[src/design/ecrfc_pkg.sv]
// ----------------------------------------------------------------------------
// ecrfc_pkg: EtherCAT response frame checker package
// Shared types, frame layout constants and verdict codes.
// ----------------------------------------------------------------------------
package ecrfc_pkg;

    localparam logic [11:0] MAX_FRAME  = 12'd1518;
    localparam int          NUM_SLOTS  = 16;
    localparam logic [10:0] COUNT_SAT  = 11'd2047;
    localparam logic [11:0] MIN_FRAME  = 12'd28;
    localparam logic [11:0] MIN_LENGTH = 12'd12;

    localparam logic [7:0]  ETH_TYPE_HI = 8'h88;
    localparam logic [7:0]  ETH_TYPE_LO = 8'hA4;

    localparam logic [10:0] POS_FIRST    = 11'd0;
    localparam logic [10:0] POS_TYPE_HI  = 11'd12;
    localparam logic [10:0] POS_TYPE_LO  = 11'd13;
    localparam logic [10:0] POS_LEN_LO   = 11'd14;
    localparam logic [10:0] POS_LEN_HI   = 11'd15;
    localparam logic [10:0] POS_WKC_MIN  = 11'd16;
    localparam logic [10:0] POS_INDEX    = 11'd17;
    localparam logic [12:0] WKC_LO_OFS   = 13'd14;
    localparam logic [12:0] WKC_HI_OFS   = 13'd15;
    localparam logic [12:0] HEADER_BYTES = 13'd14;
    localparam logic [12:0] WKC_BYTES    = 13'd2;

    typedef enum logic [2:0] {
        VERDICT_MATCH     = 3'd0,
        VERDICT_SHORT     = 3'd1,
        VERDICT_NOT_ECAT  = 3'd2,
        VERDICT_INDEX     = 3'd3,
        VERDICT_BAD_LEN   = 3'd4,
        VERDICT_OVERSIZE  = 3'd5
    } verdict_t;

    typedef struct packed {
        logic [7:0] rx_byte;
        logic       frame_end;
        logic [3:0] expected_index;
    } in_item_t;

    typedef struct packed {
        verdict_t    verdict;
        logic [15:0] work_counter;
        logic [11:0] payload_length;
        logic [7:0]  seen_index;
        logic [10:0] frame_bytes;
    } result_t;

endpackage

[src/design/ecrfc_core.sv]
// ----------------------------------------------------------------------------
// ecrfc_core: per-frame state and verdict logic
// Tracks byte position, captures header fields and the working counter,
// and forms the verdict on the last byte of each frame.
// ----------------------------------------------------------------------------
module ecrfc_core (
    input  logic                aclk,
    input  logic                aresetn,
    input  logic                proc_fire,
    input  ecrfc_pkg::in_item_t in_item,
    output logic                res_valid,
    output ecrfc_pkg::result_t  res
);

    logic [10:0] byte_count_reg;
    logic [3:0]  held_index_reg;
    logic        type_ok_reg;
    logic [7:0]  found_index_reg;
    logic [11:0] length_field_reg;
    logic [15:0] counter_value_reg;

    logic [3:0]  held_index_next;
    logic        type_ok_next;
    logic [7:0]  found_index_next;
    logic [11:0] length_field_next;
    logic [15:0] counter_value_next;
    logic [10:0] byte_count_next;

    logic [10:0] pos;
    logic [12:0] pos_w;
    logic [7:0]  b;
    logic [11:0] total;
    logic        len_ok;
    ecrfc_pkg::verdict_t verdict;

    assign pos   = byte_count_reg;
    assign pos_w = {2'b0, pos};
    assign b     = in_item.rx_byte;
    assign total = {1'b0, pos} + 12'd1;

    always_comb begin
        held_index_next    = held_index_reg;
        type_ok_next       = type_ok_reg;
        found_index_next   = found_index_reg;
        length_field_next  = length_field_reg;
        counter_value_next = counter_value_reg;

        if (pos == ecrfc_pkg::POS_FIRST) begin
            held_index_next = in_item.expected_index;
        end

        case (pos)
            ecrfc_pkg::POS_TYPE_HI: type_ok_next = (b == ecrfc_pkg::ETH_TYPE_HI);
            ecrfc_pkg::POS_TYPE_LO: type_ok_next = type_ok_reg && (b == ecrfc_pkg::ETH_TYPE_LO);
            ecrfc_pkg::POS_LEN_LO:  length_field_next = {length_field_reg[11:8], b};
            ecrfc_pkg::POS_LEN_HI:  length_field_next = {b[3:0], length_field_reg[7:0]};
            ecrfc_pkg::POS_INDEX:   found_index_next = b;
            default: ;
        endcase

        if (pos >= ecrfc_pkg::POS_WKC_MIN) begin
            if (pos_w == ecrfc_pkg::WKC_LO_OFS + {1'b0, length_field_reg}) begin
                counter_value_next = {counter_value_reg[15:8], b};
            end else if (pos_w == ecrfc_pkg::WKC_HI_OFS + {1'b0, length_field_reg}) begin
                counter_value_next = {b, counter_value_reg[7:0]};
            end
        end

        byte_count_next = (pos < ecrfc_pkg::COUNT_SAT) ? pos + 11'd1 : pos;
    end

    always_comb begin
        len_ok = (length_field_next >= ecrfc_pkg::MIN_LENGTH) &&
                 (({1'b0, length_field_next} + ecrfc_pkg::WKC_BYTES) <=
                  ({1'b0, total} - ecrfc_pkg::HEADER_BYTES));

        if (total > ecrfc_pkg::MAX_FRAME) begin
            verdict = ecrfc_pkg::VERDICT_OVERSIZE;
        end else if (total < ecrfc_pkg::MIN_FRAME) begin
            verdict = ecrfc_pkg::VERDICT_SHORT;
        end else if (!type_ok_next) begin
            verdict = ecrfc_pkg::VERDICT_NOT_ECAT;
        end else if ((32'(held_index_next) >= ecrfc_pkg::NUM_SLOTS) ||
                     (found_index_next != {4'b0, held_index_next})) begin
            verdict = ecrfc_pkg::VERDICT_INDEX;
        end else if (!len_ok) begin
            verdict = ecrfc_pkg::VERDICT_BAD_LEN;
        end else begin
            verdict = ecrfc_pkg::VERDICT_MATCH;
        end

        res.verdict        = verdict;
        res.work_counter   = (verdict == ecrfc_pkg::VERDICT_MATCH) ? counter_value_next : 16'd0;
        res.payload_length = length_field_next;
        res.seen_index     = found_index_next;
        res.frame_bytes    = (total > {1'b0, ecrfc_pkg::COUNT_SAT}) ? ecrfc_pkg::COUNT_SAT
                                                                     : total[10:0];
    end

    assign res_valid = proc_fire && in_item.frame_end;

    always_ff @(posedge aclk) begin
        if (!aresetn || res_valid) begin
            byte_count_reg    <= '0;
            held_index_reg    <= '0;
            type_ok_reg       <= 1'b0;
            found_index_reg   <= '0;
            length_field_reg  <= '0;
            counter_value_reg <= '0;
        end else if (proc_fire) begin
            byte_count_reg    <= byte_count_next;
            held_index_reg    <= held_index_next;
            type_ok_reg       <= type_ok_next;
            found_index_reg   <= found_index_next;
            length_field_reg  <= length_field_next;
            counter_value_reg <= counter_value_next;
        end
    end

endmodule

[config.mk]
export PLATFORM = sky130hd
export DESIGN_NAME = ecrfc_core
export DESIGN_NICKNAME = d
export VERILOG_FILES = /design/src/design/ecrfc_pkg.sv /design/src/design/ecrfc_core.sv
export SDC_FILE = /design/constraint.sdc
export NUM_CORES = 1
export LEC_CHECK = 0
export BUFFER_PORTS_ARGS = -buffer_cell sky130_fd_sc_hd__buf_2
export CORE_MARGIN = 5
export CORE_UTILIZATION = 59
export CTS_CLUSTER_SIZE = 20
export DETAILED_ROUTE_END_ITERATION = 12
export MAX_ROUTING_LAYER = met4
export PLACE_DENSITY_LB_ADDON = 0.15
export SLEW_MARGIN = 20
export SYNTH_ARGS = -nofsm -noshare
export SYNTH_HDL_FRONTEND = slang
export SYNTH_SLANG_ARGS = --single-unit
[constraint.sdc]
create_clock -name aclk -period 4.9 [get_ports aclk]
set_input_delay 0.245 -clock aclk [delete_from_list [all_inputs] [get_ports aclk]]
set_output_delay 0.245 -clock aclk [all_outputs]
set_load 0.05 [all_outputs]
==> flow_metrics.tcl <==
set metrics [dict create \
    initial_core_utilization 0.607 \
    slew-limit-headroom 0.311 \
    drt-wirelength-per-cell_um 19.5 \
    yosysUniqueCellTypes 67 \
    dieArea_um2 10400 \
    regToRegEndpoint "counter_value_reg[0]$_SDFFE_PP0P_" \
    syn_inst 660 \
    maxCapViolations 0 \
    die_x_um 102 \
    dp_worst_setup_slack_ps -8.37 \
    total_grt_overflow 0 \
    timing.critical_path.required_ps 4660 \
    worst-path-max-fanout 9 \
    num-fill-cells 679 \
    synthesized_cell_area_um2 4990 \
    synth_simple_gate_area_share 0.266 \
    ir_drop_v 0.000135 \
    first_global_vias 4980 \
    largest_net_degree_at_the_start_of_global_routing 44 \
    nNetsFinal 745 \
    final.setup_skew_ps 10.6 \
    clockRootBuffer "sky130_fd_sc_hd__clkbuf_8" \
    multi_input_comb_area_um2 3740 \
    layout_setup_ws_ps 85.7 \
    synth_compound_area_frac 0.194 \
    insertion_delay_ps 320 \
    layout-area-overhead-vs-synth_pct 16.2 \
    cts.sinks 52 \
    ios 67 \
    fp.dieH_um 102 \
    tritoncts "done" \
    place.gp.congestion 0.990 \
    cts.path.max_buffers 2 \
    seqCellArea_um2 1040 \
    synth.net_count 698 \
    remaining_design_rule_violation_count 0 \
    timing_worst_slew_pin_value_ps 1030 \
    total_of_warnings_raised_by_yosys 0 \
    mostFrequentLayoutCells "sky130_fd_sc_hd__nand2_1 (68), sky130_fd_sc_hd__nor2_1 (54), sky130_fd_sc_hd__dfxtp_1 (51), sky130_fd_sc_hd__mux2i_1 (50), sky130_fd_sc_hd__buf_2 (50)" \
    ys_seq_elements 52 \
    worstSetupStartpointType "flip-flop" \
    power.density_nw_per_um2 149 \
    synth_edf_count 0 \
    clkSlewWorstSetupHoldPaths_ps 100 \
    route.vias.total 5293 \
    timing.critical_path.to_type "output port" \
    synthFlopType "sky130_fd_sc_hd__dfxtp_1" \
    clock_tree.htree_level_count 2 \
    drt_total_wl_um 15900 \
    ff2ff_path_depth 9 \
    critical_path.endpoint "res[31]" \
    dominant_combinational_cell_family_by_area_after_synthesis "simple AND/OR/NAND/NOR gates" \
    r2r_setup_slack_ps 1070 \
    achievable-frequency_mhz 208 \
    ant_nets 0 \
    grt_antenna_before_repair 0 \
    synth_mux_area_frac 0.114 \
    critPathArrivalTime_ps 4570 \
    synth.yosys.seq_area_share 0.209 \
    detail_route.vias_per_cell 6.52 \
    total_power_mw 0.865 \
    timing.final.max_slew_violations 0 \
    dr.first_iter.drc_count 459 \
    largest_register_ff_count 16 \
    crit_type "reg2out" \
    numPortBuffers 66 \
    run_status "finished, final reports clean" \
    detailed_place_hpwl_um 11200 \
    crit_start "byte_count_reg[0]$_SDFFE_PP0P_" \
    crit-reg2reg-launch "length_field_reg[1]$_SDFFE_PP0P_" \
    min_path_type "in2reg" \
    yosys.area_share.xor_xnor 0.0913 \
    asyncSetResetFlopFracSynth 0 \
    layout-drive-gt1-share 0.218 \
    firstDrtPassIters 5 \
    final.min_clock_period_ps 4810 \
    hold_violations 0 \
    grt_first_pass_wirelength_um 24700 \
    fin_crit_sh 0.983 \
    placement.cell_area_um2 5450 \
    final.setup.tns_ps 0 \
    final-setup-viol-count 0 \
    track_usage 0.308 \
    leakage_power_nw 2.50 \
    syn_area_per_cell_um2 7.56 \
    commonest_non_fill_non_tap_cell_in_the_layout "sky130_fd_sc_hd__nand2_1" \
    cts_buffers 5 \
    rows 33 \
    stdcell_area_um2 5800 \
    antennaDiodeCount 0 \
    synth_fa_ha_area_frac 0.0552 \
    core_region_area_um2 8220 \
]
[cells in the mapped netlist (9+ instances only)]
cell	instances	area [um2]
sky130_fd_sc_hd__mux2i_1	50	500
sky130_fd_sc_hd__nand2_1	68	255
sky130_fd_sc_hd__nand4_1	12	75.1
sky130_fd_sc_hd__nand3_1	19	95.1
sky130_fd_sc_hd__inv_1	24	90.1
sky130_fd_sc_hd__dfxtp_1	52	1040
sky130_fd_sc_hd__buf_2	9	45.0
sky130_fd_sc_hd__clkbuf_1	43	161
sky130_fd_sc_hd__o21ai_0	19	95.1
sky130_fd_sc_hd__nor2_2	10	62.6
sky130_fd_sc_hd__nor4_1	9	56.3
sky130_fd_sc_hd__or3_1	10	62.6
sky130_fd_sc_hd__a21oi_1	20	100
sky130_fd_sc_hd__a211oi_1	17	128
sky130_fd_sc_hd__ha_1	22	275
sky130_fd_sc_hd__a22oi_1	9	67.6
sky130_fd_sc_hd__xnor2_1	33	289
sky130_fd_sc_hd__xor2_1	19	166
sky130_fd_sc_hd__nor3_1	15	75.1
sky130_fd_sc_hd__nor2_1	60	225
[per-stage QoR]
stage	util	hold WS, ps	instances
floorplan	-	389	660
global placement	0.663	445	795
detailed placement	0.663	454	795
CTS	0.684	188	806
global route	0.705	202	812
finish	0.705	181	812
[report_power, final]
group	internal, mW	switching (mW)
clock network	0.0973	0.151
registers	0.430	0.0106
logic	0.0608	0.115
[critical path, stage by stage, from the launching register on]
cell                       delay (ps)
sky130_fd_sc_hd__dfxtp_4          390
sky130_fd_sc_hd__inv_1            120
sky130_fd_sc_hd__ha_4             170
sky130_fd_sc_hd__nand4b_1         140
sky130_fd_sc_hd__or4_4            510
sky130_fd_sc_hd__buf_4            170
sky130_fd_sc_hd__buf_4            120
sky130_fd_sc_hd__a32o_1           290
sky130_fd_sc_hd__nand3_2          100
sky130_fd_sc_hd__nand3b_1         170
sky130_fd_sc_hd__nor3_1            70
sky130_fd_sc_hd__xor2_1           180
sky130_fd_sc_hd__ha_1             220
sky130_fd_sc_hd__a211o_1          270
sky130_fd_sc_hd__a41oi_1          160
sky130_fd_sc_hd__o211a_1          190
sky130_fd_sc_hd__o32a_1           240
sky130_fd_sc_hd__nand4_4          170
sky130_fd_sc_hd__buf_12           220
sky130_fd_sc_hd__nor2_2           140
sky130_fd_sc_hd__buf_6            180
[logic make-up after synthesis]
kind of cell | Yosys count
xor gates and xnor gates | 52
adders and majority gates | 22
and+or+nand+nor | 257
DFF | 52
buffers and inverters | 86
AOI/OAI and AO/OA | 135
muxes | 56
[what timing repair did]
action / 4_1_cts / 5_1_grt
cloned: 0 / 1
pin swaps: 3 / 8
buffers inserted: 4 / 5
setup endpoints to repair: 16 / 17
hold endpoints to repair: 0 / 0
resized for setup: 21 / 24
hold buffers: 0 / 0
[cell type report]
cell class / instances / area share
clock inverters: 2 / 0.00216
well taps: 105 / 0.0227
flip-flops and latches: 52 / 0.180
inverters: 24 / 0.0155
clock buffers: 5 / 0.0119
repair buffers: 102 / 0.123
multi-input cells: 522 / 0.645
[routing by layer]
layer / up-vias / wire [um] / GRT usage
met3: 47 / 1500 / 0.0451
met2: 291 / 7420 / 0.495
li1: 2463 / - / -
met5: - / 0 / -
met4: 0 / 416 / 0.109
met1: 2492 / 6530 / 0.394
[worst min path at each step]
stage	start	to	slack [ps]	depth (start not counted)
2_1_floorplan	in_item[2]	held_index_reg[2]$_SDFFE_PP0P_	390	2
3_3_place_gp	counter_value_reg[15]$_SDFFE_PP0P_	counter_value_reg[15]$_SDFFE_PP0P_	440	2
3_5_place_dp	counter_value_reg[13]$_SDFFE_PP0P_	counter_value_reg[13]$_SDFFE_PP0P_	450	2
4_1_cts	in_item[2]	held_index_reg[2]$_SDFFE_PP0P_	190	3
5_1_grt	in_item[2]	held_index_reg[2]$_SDFFE_PP0P_	200	3
6_report	in_item[2]	held_index_reg[2]$_SDFFE_PP0P_	180	3
No activity file was read; power rests on OpenSTA's default activity.
